==> src/rtl/dlii_pkg.sv <==
// ----------------------------------------------------------------------------
// dlii_pkg
// Shared types, constants and helpers of the display list index inserter.
// ----------------------------------------------------------------------------
package dlii_pkg;

    // Rewritten list is padded with zeros to a multiple of this many bytes.
    localparam int ALIGN_BYTES = 32;
    localparam int MOD_W       = (ALIGN_BYTES > 1) ? $clog2(ALIGN_BYTES) : 1;
    // Largest number of results for one request: two data bytes and the padding.
    localparam int TOT_W       = $clog2(ALIGN_BYTES + 2);

    localparam int QDEPTH      = 2;
    localparam int QPTR_W      = (QDEPTH > 1) ? $clog2(QDEPTH) : 1;
    localparam int QCNT_W      = $clog2(QDEPTH + 1);

    localparam int CFG_IDX_W   = 3;
    localparam logic [CFG_IDX_W-1:0] REG_STRIDE = 3'd0;
    localparam logic [CFG_IDX_W-1:0] REG_OFFSET = 3'd1;
    localparam logic [CFG_IDX_W-1:0] REG_BASE   = 3'd2;
    localparam logic [CFG_IDX_W-1:0] REG_FAN    = 3'd3;
    localparam logic [CFG_IDX_W-1:0] REG_STRIP  = 3'd4;

    typedef enum logic [1:0] {
        KIND_COPY  = 2'd0,
        KIND_INDEX = 2'd1,
        KIND_PAD   = 2'd2
    } kind_t;

    typedef enum logic [2:0] {
        PH_CMD    = 3'd0,
        PH_CNT_HI = 3'd1,
        PH_CNT_LO = 3'd2,
        PH_VERTEX = 3'd3,
        PH_DRAIN  = 3'd4
    } phase_t;

    typedef struct packed {
        logic [7:0] in_byte;
        logic       in_last;
    } in_payload_t;

    typedef struct packed {
        logic [7:0] out_byte;
        kind_t      out_kind;
        logic       out_run_last;
        logic       out_list_end;
    } out_payload_t;

    typedef struct packed {
        logic [7:0] vertex_stride;
        logic [7:0] insert_offset;
        logic [7:0] index_base;
        logic [7:0] fan_opcode;
        logic [7:0] strip_opcode;
    } cfg_t;

    // One classified request: up to two data bytes followed by padding zeros.
    typedef struct packed {
        logic [7:0]       d0_byte;
        kind_t            d0_kind;
        logic [7:0]       d1_byte;
        kind_t            d1_kind;
        logic [1:0]       n_data;
        logic [TOT_W-1:0] total;
        logic             list_end;
    } job_t;

    localparam logic [MOD_W:0] ALIGN_V = ALIGN_BYTES[MOD_W:0];

    // Byte count modulo the alignment after adding up to two bytes.
    function automatic logic [MOD_W-1:0] add_mod(input logic [MOD_W-1:0] c,
                                                 input logic [1:0] n);
        logic [MOD_W:0] s;
        begin
            s = {1'b0, c} + {{(MOD_W - 1){1'b0}}, n};
            if (s >= ALIGN_V)
            begin
                s = s - ALIGN_V;
            end
            if (s >= ALIGN_V)
            begin
                s = s - ALIGN_V;
            end
            add_mod = s[MOD_W-1:0];
        end
    endfunction

    // Number of zeros that bring the byte count to the next alignment boundary.
    function automatic logic [MOD_W-1:0] pad_len(input logic [MOD_W-1:0] c);
        logic [MOD_W:0] d;
        begin
            d = ALIGN_V - {1'b0, c};
            if (c == '0)
            begin
                pad_len = '0;
            end
            else
            begin
                pad_len = d[MOD_W-1:0];
            end
        end
    endfunction

endpackage

==> src/rtl/dlii_front.sv <==
// ----------------------------------------------------------------------------
// dlii_front
// Parses the incoming display list and classifies each byte into a job.
// ----------------------------------------------------------------------------
module dlii_front import dlii_pkg::*;
(
    input  logic        clk,
    input  logic        rst_n,
    input  logic        accept,
    input  in_payload_t in_data,
    input  cfg_t        cfg,
    output logic        push,
    output job_t        job
);

    phase_t           phase_reg, phase_next;
    logic [7:0]       count_high_reg, count_high_next;
    logic [15:0]      vleft_reg, vleft_next;
    logic [7:0]       bpos_reg, bpos_next;
    logic [7:0]       first_reg, first_next;
    logic [MOD_W-1:0] mod_reg, mod_next;

    logic [7:0]       b;
    logic [7:0]       s_eff;
    logic [7:0]       a_eff;
    logic [7:0]       first_byte;
    logic [7:0]       idx_val;
    logic             last_of_vertex;
    logic [1:0]       n_data;
    logic [MOD_W-1:0] mod_after;
    logic [MOD_W-1:0] pad;
    logic [TOT_W-1:0] total;

    assign b          = in_data.in_byte;
    assign s_eff      = (cfg.vertex_stride == 8'd0) ? 8'd1 : cfg.vertex_stride;
    assign a_eff      = (cfg.insert_offset > s_eff) ? s_eff : cfg.insert_offset;
    assign first_byte = (bpos_reg == 8'd0) ? b : first_reg;
    assign idx_val    = cfg.index_base + first_byte;
    assign last_of_vertex = ({1'b0, bpos_reg} + 9'd1) >= {1'b0, s_eff};

    always_ff @(posedge clk or negedge rst_n)
    begin
        if (!rst_n)
        begin
            phase_reg      <= PH_CMD;
            count_high_reg <= '0;
            vleft_reg      <= '0;
            bpos_reg       <= '0;
            first_reg      <= '0;
            mod_reg        <= '0;
        end
        else
        begin
            phase_reg      <= phase_next;
            count_high_reg <= count_high_next;
            vleft_reg      <= vleft_next;
            bpos_reg       <= bpos_next;
            first_reg      <= first_next;
            mod_reg        <= mod_next;
        end
    end

    always_comb
    begin
        phase_next      = phase_reg;
        count_high_next = count_high_reg;
        vleft_next      = vleft_reg;
        bpos_next       = bpos_reg;
        first_next      = first_reg;
        mod_next        = mod_reg;
        n_data          = 2'd0;
        job             = '0;
        job.d0_byte     = b;
        job.d0_kind     = KIND_COPY;
        job.d1_kind     = KIND_COPY;
        mod_after       = mod_reg;
        pad             = '0;
        total           = '0;
        push            = 1'b0;

        if (accept)
        begin
            unique case (phase_reg)
                PH_CMD:
                begin
                    n_data = 2'd1;
                    if (b == cfg.fan_opcode || b == cfg.strip_opcode)
                    begin
                        phase_next = PH_CNT_HI;
                    end
                    else
                    begin
                        phase_next = PH_DRAIN;
                    end
                end
                PH_CNT_HI:
                begin
                    n_data          = 2'd1;
                    count_high_next = b;
                    phase_next      = PH_CNT_LO;
                end
                PH_CNT_LO:
                begin
                    n_data     = 2'd1;
                    vleft_next = {count_high_reg, b};
                    bpos_next  = '0;
                    phase_next = ({count_high_reg, b} != 16'd0) ? PH_VERTEX : PH_CMD;
                end
                PH_VERTEX:
                begin
                    first_next = first_byte;
                    if (bpos_reg == a_eff)
                    begin
                        // Index byte goes in front of this vertex byte.
                        n_data      = 2'd2;
                        job.d0_byte = idx_val;
                        job.d0_kind = KIND_INDEX;
                        job.d1_byte = b;
                    end
                    else if (last_of_vertex && (a_eff > bpos_reg))
                    begin
                        // Insert position lies at or past the vertex end.
                        n_data      = 2'd2;
                        job.d1_byte = idx_val;
                        job.d1_kind = KIND_INDEX;
                    end
                    else
                    begin
                        n_data = 2'd1;
                    end
                    if (last_of_vertex)
                    begin
                        bpos_next  = '0;
                        vleft_next = vleft_reg - 16'd1;
                        if (vleft_reg == 16'd1)
                        begin
                            phase_next = PH_CMD;
                        end
                    end
                    else
                    begin
                        bpos_next = bpos_reg + 8'd1;
                    end
                end
                PH_DRAIN:
                begin
                    n_data = 2'd0;
                end
                default:
                begin
                    phase_next = PH_CMD;
                end
            endcase

            mod_after = add_mod(mod_reg, n_data);
            if (in_data.in_last)
            begin
                pad             = pad_len(mod_after);
                phase_next      = PH_CMD;
                count_high_next = '0;
                vleft_next      = '0;
                bpos_next       = '0;
                first_next      = '0;
                mod_next        = '0;
            end
            else
            begin
                mod_next = mod_after;
            end

            total        = TOT_W'(n_data) + TOT_W'(pad);
            job.n_data   = n_data;
            job.total    = total;
            job.list_end = in_data.in_last;
            push         = (total != '0);
        end
    end

`ifndef SYNTHESIS
    a_mod_range: assert property (@(posedge clk) disable iff (!rst_n)
        {1'b0, mod_reg} < ALIGN_V)
        else $error("byte count modulo alignment out of range");
`endif

endmodule

==> src/rtl/dlii_queue.sv <==
// ----------------------------------------------------------------------------
// dlii_queue
// Short job queue between the parsing front and the output back end.
// ----------------------------------------------------------------------------
module dlii_queue import dlii_pkg::*;
(
    input  logic clk,
    input  logic rst_n,
    input  logic push,
    input  job_t push_job,
    input  logic pop,
    output logic valid,
    output logic full,
    output job_t head
);

    job_t              mem_reg [QDEPTH];
    logic [QPTR_W-1:0] wr_ptr_reg, wr_ptr_next;
    logic [QPTR_W-1:0] rd_ptr_reg, rd_ptr_next;
    logic [QCNT_W-1:0] count_reg, count_next;
    logic              do_push;
    logic              do_pop;

    assign valid   = (count_reg != '0);
    assign full    = (count_reg == QCNT_W'(QDEPTH));
    assign head    = mem_reg[rd_ptr_reg];
    assign do_push = push && !full;
    assign do_pop  = pop && valid;

    always_comb
    begin
        wr_ptr_next = wr_ptr_reg;
        rd_ptr_next = rd_ptr_reg;
        if (do_push)
        begin
            wr_ptr_next = (wr_ptr_reg == QPTR_W'(QDEPTH - 1)) ? '0 : wr_ptr_reg + 1'b1;
        end
        if (do_pop)
        begin
            rd_ptr_next = (rd_ptr_reg == QPTR_W'(QDEPTH - 1)) ? '0 : rd_ptr_reg + 1'b1;
        end
        count_next = count_reg + QCNT_W'(do_push) - QCNT_W'(do_pop);
    end

    always_ff @(posedge clk or negedge rst_n)
    begin
        if (!rst_n)
        begin
            wr_ptr_reg <= '0;
            rd_ptr_reg <= '0;
            count_reg  <= '0;
        end
        else
        begin
            wr_ptr_reg <= wr_ptr_next;
            rd_ptr_reg <= rd_ptr_next;
            count_reg  <= count_next;
        end
    end

    always_ff @(posedge clk)
    begin
        if (do_push)
        begin
            mem_reg[wr_ptr_reg] <= push_job;
        end
    end

`ifndef SYNTHESIS
    a_count_bound: assert property (@(posedge clk) disable iff (!rst_n)
        count_reg <= QCNT_W'(QDEPTH))
        else $error("job queue overfilled");
`endif

endmodule

==> src/rtl/dlii_back.sv <==
// ----------------------------------------------------------------------------
// dlii_back
// Expands queued jobs into result bytes, one per clock while out_stall is low, into an output register.
// ----------------------------------------------------------------------------
module dlii_back import dlii_pkg::*;
(
    input  logic         clk,
    input  logic         rst_n,
    input  logic         q_valid,
    input  job_t         q_head,
    output logic         pop,
    output logic         out_valid,
    input  logic         out_stall,
    output out_payload_t out_data
);

    logic             cur_valid_reg, cur_valid_next;
    job_t             cur_reg, cur_next;
    logic [TOT_W-1:0] idx_reg, idx_next;
    logic             out_valid_reg, out_valid_next;
    out_payload_t     out_reg, out_next;

    logic             advance;
    logic             final_res;
    logic             load;
    out_payload_t     res;

    assign advance   = !out_valid_reg || !out_stall;
    assign final_res = (idx_reg == (cur_reg.total - TOT_W'(1)));
    assign load      = !cur_valid_reg || (advance && final_res);
    assign pop       = load && q_valid;
    assign out_valid = out_valid_reg;
    assign out_data  = out_reg;

    always_comb
    begin
        if (idx_reg == '0 && cur_reg.n_data != 2'd0)
        begin
            res.out_byte = cur_reg.d0_byte;
            res.out_kind = cur_reg.d0_kind;
        end
        else if (idx_reg < TOT_W'(cur_reg.n_data))
        begin
            res.out_byte = cur_reg.d1_byte;
            res.out_kind = cur_reg.d1_kind;
        end
        else
        begin
            res.out_byte = 8'd0;
            res.out_kind = KIND_PAD;
        end
        res.out_run_last = final_res;
        res.out_list_end = final_res && cur_reg.list_end;
    end

    always_comb
    begin
        cur_valid_next = cur_valid_reg;
        cur_next       = cur_reg;
        idx_next       = idx_reg;
        out_valid_next = out_valid_reg;
        out_next       = out_reg;

        if (advance)
        begin
            out_valid_next = cur_valid_reg;
            if (cur_valid_reg)
            begin
                out_next = res;
                idx_next = idx_reg + TOT_W'(1);
            end
        end
        if (load)
        begin
            cur_valid_next = q_valid;
            cur_next       = q_head;
            idx_next       = '0;
        end
    end

    always_ff @(posedge clk or negedge rst_n)
    begin
        if (!rst_n)
        begin
            cur_valid_reg <= 1'b0;
            out_valid_reg <= 1'b0;
            idx_reg       <= '0;
        end
        else
        begin
            cur_valid_reg <= cur_valid_next;
            out_valid_reg <= out_valid_next;
            idx_reg       <= idx_next;
        end
    end

    always_ff @(posedge clk)
    begin
        cur_reg <= cur_next;
        out_reg <= out_next;
    end

`ifndef SYNTHESIS
    a_idx_in_job: assert property (@(posedge clk) disable iff (!rst_n)
        cur_valid_reg |-> (idx_reg < cur_reg.total))
        else $error("result index ran past the end of the job");
`endif

endmodule

==> src/rtl/display_list_index_inserter_top.sv <==
// ----------------------------------------------------------------------------
// display_list_index_inserter_top
// Display list rewriter that inserts an index byte into every vertex.
// ----------------------------------------------------------------------------
// The block takes the original display list one byte per request and returns
// the rewritten list one byte per request. A front end parses commands, vertex
// counts and vertices and turns each input byte into a job of up to two data
// bytes, plus the zero padding when in_last closes the list. A two-entry job
// queue decouples it from the back end, which drains jobs through a single
// output register at one result per clock while out_stall is low. An input
// byte therefore causes one result for a plain copy,
// two where an index byte is inserted, and up to 33 on the final byte when
// the padding is long. Sustained input rate is one byte per clock while each
// byte yields one result and the output is not stalled. A byte that follows a
// command other than the fan or strip opcode is discarded and yields nothing.
// An input byte passes the job queue, the current-job register and the output
// register before its first result appears. Configuration is written through
// a plain write port and must only change while the block is idle.
// ----------------------------------------------------------------------------
module display_list_index_inserter_top import dlii_pkg::*;
(
    input  logic                 clk,
    input  logic                 rst_n,
    input  logic                 cfg_write,
    input  logic [CFG_IDX_W-1:0] cfg_index,
    input  logic [7:0]           cfg_data,
    input  logic                 in_valid,
    output logic                 in_stall,
    input  in_payload_t          in_data,
    output logic                 out_valid,
    input  logic                 out_stall,
    output out_payload_t         out_data
);

    // Configuration registers, reset to the standard opcodes and unit stride.
    cfg_t cfg_reg, cfg_next;

    logic in_accept;
    logic front_push;
    job_t front_job;
    logic q_valid;
    logic q_full;
    job_t q_head;
    logic back_pop;

    always_comb
    begin
        cfg_next = cfg_reg;
        if (cfg_write)
        begin
            unique case (cfg_index)
                REG_STRIDE: cfg_next.vertex_stride = cfg_data;
                REG_OFFSET: cfg_next.insert_offset = cfg_data;
                REG_BASE:   cfg_next.index_base    = cfg_data;
                REG_FAN:    cfg_next.fan_opcode    = cfg_data;
                REG_STRIP:  cfg_next.strip_opcode  = cfg_data;
                default:    cfg_next = cfg_reg;
            endcase
        end
    end

    always_ff @(posedge clk or negedge rst_n)
    begin
        if (!rst_n)
        begin
            cfg_reg.vertex_stride <= 8'd1;
            cfg_reg.insert_offset <= 8'd0;
            cfg_reg.index_base    <= 8'd0;
            cfg_reg.fan_opcode    <= 8'hA0;
            cfg_reg.strip_opcode  <= 8'h98;
        end
        else
        begin
            cfg_reg <= cfg_next;
        end
    end

    // The front end stalls only on a full job queue, so stall never looks at
    // the incoming valid.
    assign in_stall  = q_full;
    assign in_accept = in_valid && !q_full;

    dlii_front u_front
    (
        .clk     (clk),
        .rst_n   (rst_n),
        .accept  (in_accept),
        .in_data (in_data),
        .cfg     (cfg_reg),
        .push    (front_push),
        .job     (front_job)
    );

    dlii_queue u_queue
    (
        .clk      (clk),
        .rst_n    (rst_n),
        .push     (front_push),
        .push_job (front_job),
        .pop      (back_pop),
        .valid    (q_valid),
        .full     (q_full),
        .head     (q_head)
    );

    dlii_back u_back
    (
        .clk       (clk),
        .rst_n     (rst_n),
        .q_valid   (q_valid),
        .q_head    (q_head),
        .pop       (back_pop),
        .out_valid (out_valid),
        .out_stall (out_stall),
        .out_data  (out_data)
    );

`ifndef SYNTHESIS
    a_end_is_run_last: assert property (@(posedge clk) disable iff (!rst_n)
        (out_valid && out_data.out_list_end) |-> out_data.out_run_last)
        else $error("list end flagged on a result that is not the last of its request");
`endif

endmodule
==> config.mk <==
export PLATFORM = sky130hd
export DESIGN_NAME = display_list_index_inserter_top
export DESIGN_NICKNAME = d
export VERILOG_FILES = /design/src/rtl/dlii_pkg.sv /design/src/rtl/dlii_front.sv /design/src/rtl/dlii_queue.sv /design/src/rtl/dlii_back.sv /design/src/rtl/display_list_index_inserter_top.sv
export SDC_FILE = /design/constraint.sdc
export NUM_CORES = 1
export LEC_CHECK = 0
export BUFFER_PORTS_ARGS = -buffer_cell sky130_fd_sc_hd__buf_2
export CAP_MARGIN = 5
export CORE_ASPECT_RATIO = 1.1
export CORE_MARGIN = 4
export CORE_UTILIZATION = 56
export DETAILED_ROUTE_END_ITERATION = 6
export PLACE_DENSITY = 0.74
export SYNTH_ARGS = -nofsm -noshare
export SYNTH_HDL_FRONTEND = slang
export SYNTH_SLANG_ARGS = --single-unit
==> constraint.sdc <==
create_clock -name clk -period 6.9 [get_ports clk]
set_input_delay 0.69 -clock clk [delete_from_list [all_inputs] [get_ports clk]]
set_output_delay 0.69 -clock clk [all_outputs]
set_load 0.005 [all_outputs]
==> reports/qor.yml, run 1 <==
global_route:
  grt_pass1_wl_um: 35330
  grt_overflow: 0
  grt_pass1_vias: 6999
  antenna_found_initial: 0
  grt_usage: 0.2227
  grt_max_degree: 78
die:
  core_um2: 17270
  die_area_um2: 20040
  die_w_um: 135.4
  top_level_ports: 39
  num_rows: 50
  die_h_um: 148.1
  initial_utilization: 0.5786
critical_path:
  worstPathMaxFanout: 27
  worstPathBufferInverterCount: 3
  worst_path_dominant_cell_family: "compound AO/OA/AOI/OAI gates"
  cp.required_ns: 7.08
  startpoint_type: "flip-flop"
  cp.arrival_ns: 6.71
  worst_setup_path_end_kind: "flip-flop"
  cp_slowest_cell: "fa_1"
  ff2ff_setup_slack_ns: 0.38
  cpPeakStageDelay_ns: 0.44
  cpMostUsedCell: "ha_1"
  critical_path_class: "flip-flop to flip-flop"
synthesis:
  synth.top_cell.area_share: 0.2795
  synth_area_per_cell_um2: 11.74
  yosys_warnings: 0
  synth_area_leaders: "edfxtp_1 28%, dfrtp_1 24%, mux2_2 9.1%, ha_1 5.9%, xnor2_1 3.2%"
  async_flop_share: 0.5181
  syn_inst: 851
  synth_cell_types: 69
  syn-cell-area_um2: 9991
  synth-edff-count: 93
  synth_top_cell_by_area: "edfxtp_1"
  syn_nets: 926
  synth_common_cells: "94 x dfrtp_1, 93 x edfxtp_1, 81 x mux2_2, 49 x o21ai_0, 48 x nor2_1"
  yosysSeqAreaShare: 0.5307
  synthFlopType: "dfrtp_1"
  synth.most_common_cell: "dfrtp_1"
  ys_ff_latch: 193
power_and_ir_drop:
  power.density_nw_per_um2: 333.8
  leakagePower_nw: 4.410
  ir_drop_v: 0.0002100
  p_total_mw: 3.705
timing:
  fin_ws_ns: 0.3771
  fin_skew_ns: 0.007113
  hold_viol: 0
  max-slew-margin-rel: 0.2170
  fmaxAchievable_mhz: 153.3
  fin_crit_sh: 0.9453
  setup_viol: 0
  timing.final.max_slew_violations: 0
  post-route-min-period_ns: 6.523
  worst_slew_pin_slew_ns: 1.165
  grt_setup_unrepaired: "false"
detailed_routing:
  vias_per_cell: 6.108
  ant_nets: 0
  wl_per_cell_um: 18.96
  drt-total-wl_um: 21500
  via_count: 6926
  drc: 0
  drtPass1Iterations: 5
  drtIter0Drc: 439
cells_and_area:
  num_antenna_cells: 0
  area_growth_pct: 11.10
  largest_reg_flops: 54
  fin_nets: 962
  drive_gt1_frac: 0.2167
place:
  gp_congestion: 0.8903
  hpwl_um: 15160
  io_buffers: 38
  dp_slack_ns: -0.3865
job:
  cap_violations: 0
cts:
  cts_htree_levels: 4
  clk_latency_ns: 0.43
  clockBufferDepth: 2
  clk_pin_slew_ns: 0.07
  cts_tree: "built"
  root_buffer: "clkbuf_16"
  cts.sinks: 193
  cts_made_buffers: 17
outcome:
  status: "complete, no violations"
worst_hold_path:
  hold_class: "input port to asynchronous set/reset pin"
[cell usage in the layout, fill, tap and decap left out, types with 29 or more instances in the layout]
cell,n
nand2_1,47
xnor2_1,37
dfrtp_1,94
mux2_2,81
inv_1,40
o21ai_0,47
ha_1,47
buf_2,37
nor2_1,48
a22o_1,32
a21oi_1,29
edfxtp_1,93
[layer usage]
| layer | vias to the layer above | routed length, µm | track usage |
|---|---|---|---|
| met5 | - | 0 | 0 |
| met4 | 0 | 551 | 0.09425 |
| met3 | 43 | 1039 | 0.04736 |
| met2 | 216 | 10760 | 0.3705 |
| met1 | 3427 | 9147 | 0.2833 |
| li1 | 3240 | - | - |
[power breakdown]
| part | internal, mW | switching [mW] |
|---|---|---|
| Sequential | 1.48 | 0.159 |
| Combinational | 0.511 | 0.586 |
| Clock | 0.521 | 0.452 |
[through the flow]
| stage | instances | TNS [ns] | utilization | hold slack, ns | area [µm²] |
|---|---|---|---|---|---|
| floorplan | 851 | 0 | - | 0.3944 | 9993 |
| global placement | 1096 | -1.332 | 0.6036 | 0.4820 | 10420 |
| detailed placement | 1096 | -18.88 | 0.6036 | 0.4788 | 10420 |
| CTS | 1132 | 0 | 0.6396 | 0.1688 | 11040 |
| global route | 1134 | 0 | 0.6428 | 0.1705 | 11100 |
| finish | 1134 | 0 | 0.6428 | 0.1707 | 11100 |
[worst reg2reg max path: cells and delay by family, from the launching register on]
family	cells	cell delay (ns)
AO/OA/AOI/OAI	12	2.16
adder cells (fa/ha/maj)	5	1.35
AND/OR/NAND/NOR	6	1.09
multiplexers	2	0.57
flip-flops	1	0.41
buffers and inverters	3	0.40
XOR/XNOR	1	0.28
[cell type report]
class / count / area, µm²
Multi-Input combinational cell: 582 / 4447
Fill cell: 1294 / 6167
Clock buffer: 18 / 439.2
Timing Repair Buffer: 52 / 320.3
Tap cell: 234 / 292.8
Inverter: 41 / 153.9
Clock inverter: 14 / 143.9
Sequential cell: 193 / 5303
[cell families (layout without fill, tap and decap cells)]
group	Yosys count	count (layout)	share of synthesized area
adder cells (fa/ha/maj)	50	50	0.06487
XOR/XNOR	46	46	0.04033
flip-flops	193	193	0.5307
buffers and inverters	76	125	0.02943
multiplexers	87	87	0.09731
AND/OR/NAND/NOR	221	221	0.1176
AO/OA/AOI/OAI	178	178	0.1197
[path summary, 6_finish.rpt]
| check | start | end | depth (start not counted) |
|---|---|---|---|
| min in group clk | u_front.mod_reg[0] | u_front.mod_reg[0] | 2 |
| max reg2reg | cfg_reg[37] | u_queue.mem_reg[1][14] | 29 |
| min reg2reg | u_front.mod_reg[0] | u_front.mod_reg[0] | 2 |
| max in group asynchronous | rst_n | cfg_reg[34] | 2 |
| max | cfg_reg[37] | u_queue.mem_reg[1][14] | 29 |
| min | rst_n | u_front.bpos_reg[2] | 1 |
[timing repair]
item,4_1_cts,5_1_grt
cloned,0,0
gates resized for setup,3,8
pin swaps,1,3
hold buffers,0,0
endpoints found under the setup margin,56,61
setup buffers,4,1
Note: power is estimated with default switching activity, not from simulation.
==> inputs of run 2 (changes only) <==
--- a/config.mk
+++ b/config.mk
@@ -5,12 +5,14 @@
 export SDC_FILE = /design/constraint.sdc
 export NUM_CORES = 1
 export LEC_CHECK = 0
+export ABC_AREA = 1
 export BUFFER_PORTS_ARGS = -buffer_cell sky130_fd_sc_hd__buf_2
 export CAP_MARGIN = 5
 export CORE_ASPECT_RATIO = 1.1
 export CORE_MARGIN = 4
 export CORE_UTILIZATION = 56
 export DETAILED_ROUTE_END_ITERATION = 6
+export GPL_TIMING_DRIVEN = 0
 export PLACE_DENSITY = 0.74
 export SYNTH_ARGS = -nofsm -noshare
 export SYNTH_HDL_FRONTEND = slang
==> run 2 against run 1 <==
The run now ends with DRC left. First-iteration DRC count rose by 7.7%. Via count increased by 11%. Non-clock buffer count increased by 17. Clock power increased by 1%. Critical path depth up 11. Synthesized cell count is 31% higher. Critical path type unchanged. Highest routed layer unchanged.
==> reports/qor.yml, run 2 <==
outcome:
  status: "finished with violations"
  violations: "DRC"
cts:
  clk_latency_ns: 0.44
  cts_made_buffers: 17
  clockBufferDepth: 2
  cts_htree_levels: 4
  root_buffer: "clkbuf_16"
  clk_pin_slew_ns: 0.07
  cts.sinks: 193
  cts_tree: "built"
critical_path:
  critical_path_class: "flip-flop to flip-flop"
  ff2ff_setup_slack_ns: 0.70
  rr_worst_depth: 40
  cp_slowest_cell: "fa_1"
  cp.required_ns: 7.05
  cpMostUsedCell: "nand2_1"
  worst_setup_path_end_kind: "flip-flop"
  startpoint_type: "flip-flop"
  critPathLaunch: "cfg_reg[34]"
  worstPathMaxFanout: 14
  r2r-end: "u_queue.mem_reg[0][14]"
  reg2reg_from: "cfg_reg[34]"
  cp.arrival_ns: 6.35
  cpPeakStageDelay_ns: 0.45
detailed_routing:
  drtPass1Iterations: 7
  drtIter0Drc: 473
  vias_per_cell: 5.370
  drt-met1-wl_um: 9205
  drc: 3
  routed-wl-met3_um: 768
  dr.max_layer_used: "met4"
  ant_nets: 0
  via_count: 7685
  wl_per_cell_um: 15.14
  wl_met2_um: 11160
  drt-total-wl_um: 21670
place:
  hpwl_um: 15740
  gp_congestion: 0.8792
  placed_cells: 1392
  io_buffers: 38
timing:
  worst_slew_pin_slew_ns: 1.189
  tns_ns: 0
  max-slew-margin-rel: 0.2070
  post-route-min-period_ns: 6.201
  fmaxAchievable_mhz: 161.3
  fin_crit_sh: 0.8987
  timing.final.max_slew_violations: 0
  fin_skew_ns: 0.008962
  hold_viol: 0
  setup_viol: 0
die:
  die_h_um: 149.8
  core_um2: 17800
  die_area_um2: 20510
  die_w_um: 136.9
  initial_utilization: 0.5750
  top_level_ports: 39
  num_rows: 51
synthesis:
  synth_compound_area_frac: 0.1068
  synth_fa_ha_area_frac: 0.06331
  synth_top_cell_by_area: "edfxtp_1"
  synth-edff-count: 93
  synth_xor_xnor_area_share: 0.03508
  synth_cell_types: 55
  syn_nets: 1190
  ys_ff_latch: 193
  async_flop_share: 0.5181
  yosysSeqAreaShare: 0.5180
  synth_common_cells: "285 x nand2_1, 120 x inv_1, 94 x dfrtp_1, 93 x edfxtp_1, 83 x o21ai_0"
  synth.most_common_cell: "nand2_1"
  synth.top_cell.area_share: 0.2728
  syn-cell-area_um2: 10240
  synth_mux_area_frac: 0
  synthFlopType: "dfrtp_1"
  synth_top_family_by_area: "simple AND/OR/NAND/NOR gates"
  synth_area_per_cell_um2: 9.181
  synth-simple-area-share: 0.2105
  syn_inst: 1115
  yosys_warnings: 0
  synth_area_leaders: "edfxtp_1 27%, dfrtp_1 23%, nand2_1 10%, ha_1 5.7%, inv_1 4.4%"
cells_and_area:
  fin_nets: 1255
  largest_reg_flops: 54
  area_growth_pct: 11.84
  post-route-util: 0.6431
  mostFrequentLayoutCells: "285 x nand2_1, 119 x inv_1, 94 x dfrtp_1, 93 x edfxtp_1, 83 x o21ai_0"
  num_antenna_cells: 0
  layout_commonest_cell: "nand2_1"
  final_cells: 1431
  drive_gt1_frac: 0.1467
global_route:
  grt_pass1_vias: 7527
  antenna_found_initial: 0
  grt_pass1_wl_um: 35710
  grt_max_degree: 69
  grt_overflow: 0
  grt_usage: 0.2208
power_and_ir_drop:
  leakagePower_nw: 5.240
  ir_drop_v: 0.0002174
  power.density_nw_per_um2: 377.9
worst_hold_path:
  hold_class: "input port to asynchronous set/reset pin"
job:
  cap_violations: 0
[run 2: cell count changes after synthesis, sizes merged, moves of 18 or more]
cell / before / now
o21ai: 52 / 112
mux2: 81 / 0
o22ai: 9 / 28
nand2: 47 / 302
xor2: 9 / 27
inv: 41 / 140
xnor2: 37 / 14
a22o: 32 / 0
nand3: 14 / 66
[run 2: cells by family (layout without fill, tap and decap cells)]
kind of cell    after synthesis  in the layout
flops                       193            193
compound gates              187            187
xor+xnor                     41             41
fa+ha+maj                    50             50
buf+inv                     166            243
simple gates                478            479
[run 2: what timing repair did]
item	4_1_cts	5_1_grt
gates resized for setup	1	4
buffers inserted	0	5
cloned	0	2
setup endpoints to repair	27	54
hold buffers	0	0
pin swaps	0	2
[run 2: final cells by class]
cell class | instances | area, µm²
sequential | 193 | 5303
timing repair inverter | 1 | 7.507
multi-input combinational | 757 | 4275
clock buffer | 21 | 460.4
tap | 238 | 297.8
fill | 1428 | 6354
clock inverter | 11 | 127.6
buffer | 25 | 142.6
timing repair buffer | 44 | 295.3
inverter | 141 | 540.5
[run 2: worst max-delay path by stage]
stage / end / cells past startpoint
after floorplan: u_queue.mem_reg[1][0] / 39
after global placement: u_queue.mem_reg[1][26] / 37
after detailed placement: u_queue.mem_reg[1][24] / 37
after CTS: u_queue.mem_reg[0][14] / 37
after global routing: u_queue.mem_reg[0][6] / 40
final: u_queue.mem_reg[0][14] / 40
[run 2: metrics by stage]
| step | instance area [µm²] | hold WS (ns) | power [mW] | setup slack [ns] |
|---|---|---|---|---|
| after floorplan | 10240 | 0.3944 | 2.874 | 0.8765 |
| final | 11450 | 0.2052 | 4.327 | 0.6986 |
| after CTS | 11350 | 0.2205 | 4.253 | 0.03953 |
| after global routing | 11450 | 0.2296 | 4.634 | -0.006633 |
| after global placement | 10730 | 0.4581 | 3.188 | -0.07306 |
| after detailed placement | 10760 | 0.4668 | 3.258 | -0.1631 |
[run 2: worst max-delay path: cells and delay by family, from the launching register on]
kind	cells	cell delay, ns
adders and majority gates	6	1.85
and+or+nand+nor	16	1.55
AOI/OAI and AO/OA	7	1.12
buffers and inverters	11	0.95
DFF	1	0.41
[run 2: per-layer routing]
layer / vias to the layer above / track usage
met5: - / 0
met4: 0 / 0.07036
met3: 46 / 0.04237
met2: 162 / 0.3903
met1: 3621 / 0.2727
li1: 3856 / -
[run 2: report_power, final]
group          switching, mW  total, mW  internal (mW)
Sequential             0.153       1.81           1.66
Clock                  0.430      0.987          0.557
Combinational          0.972       1.53          0.556
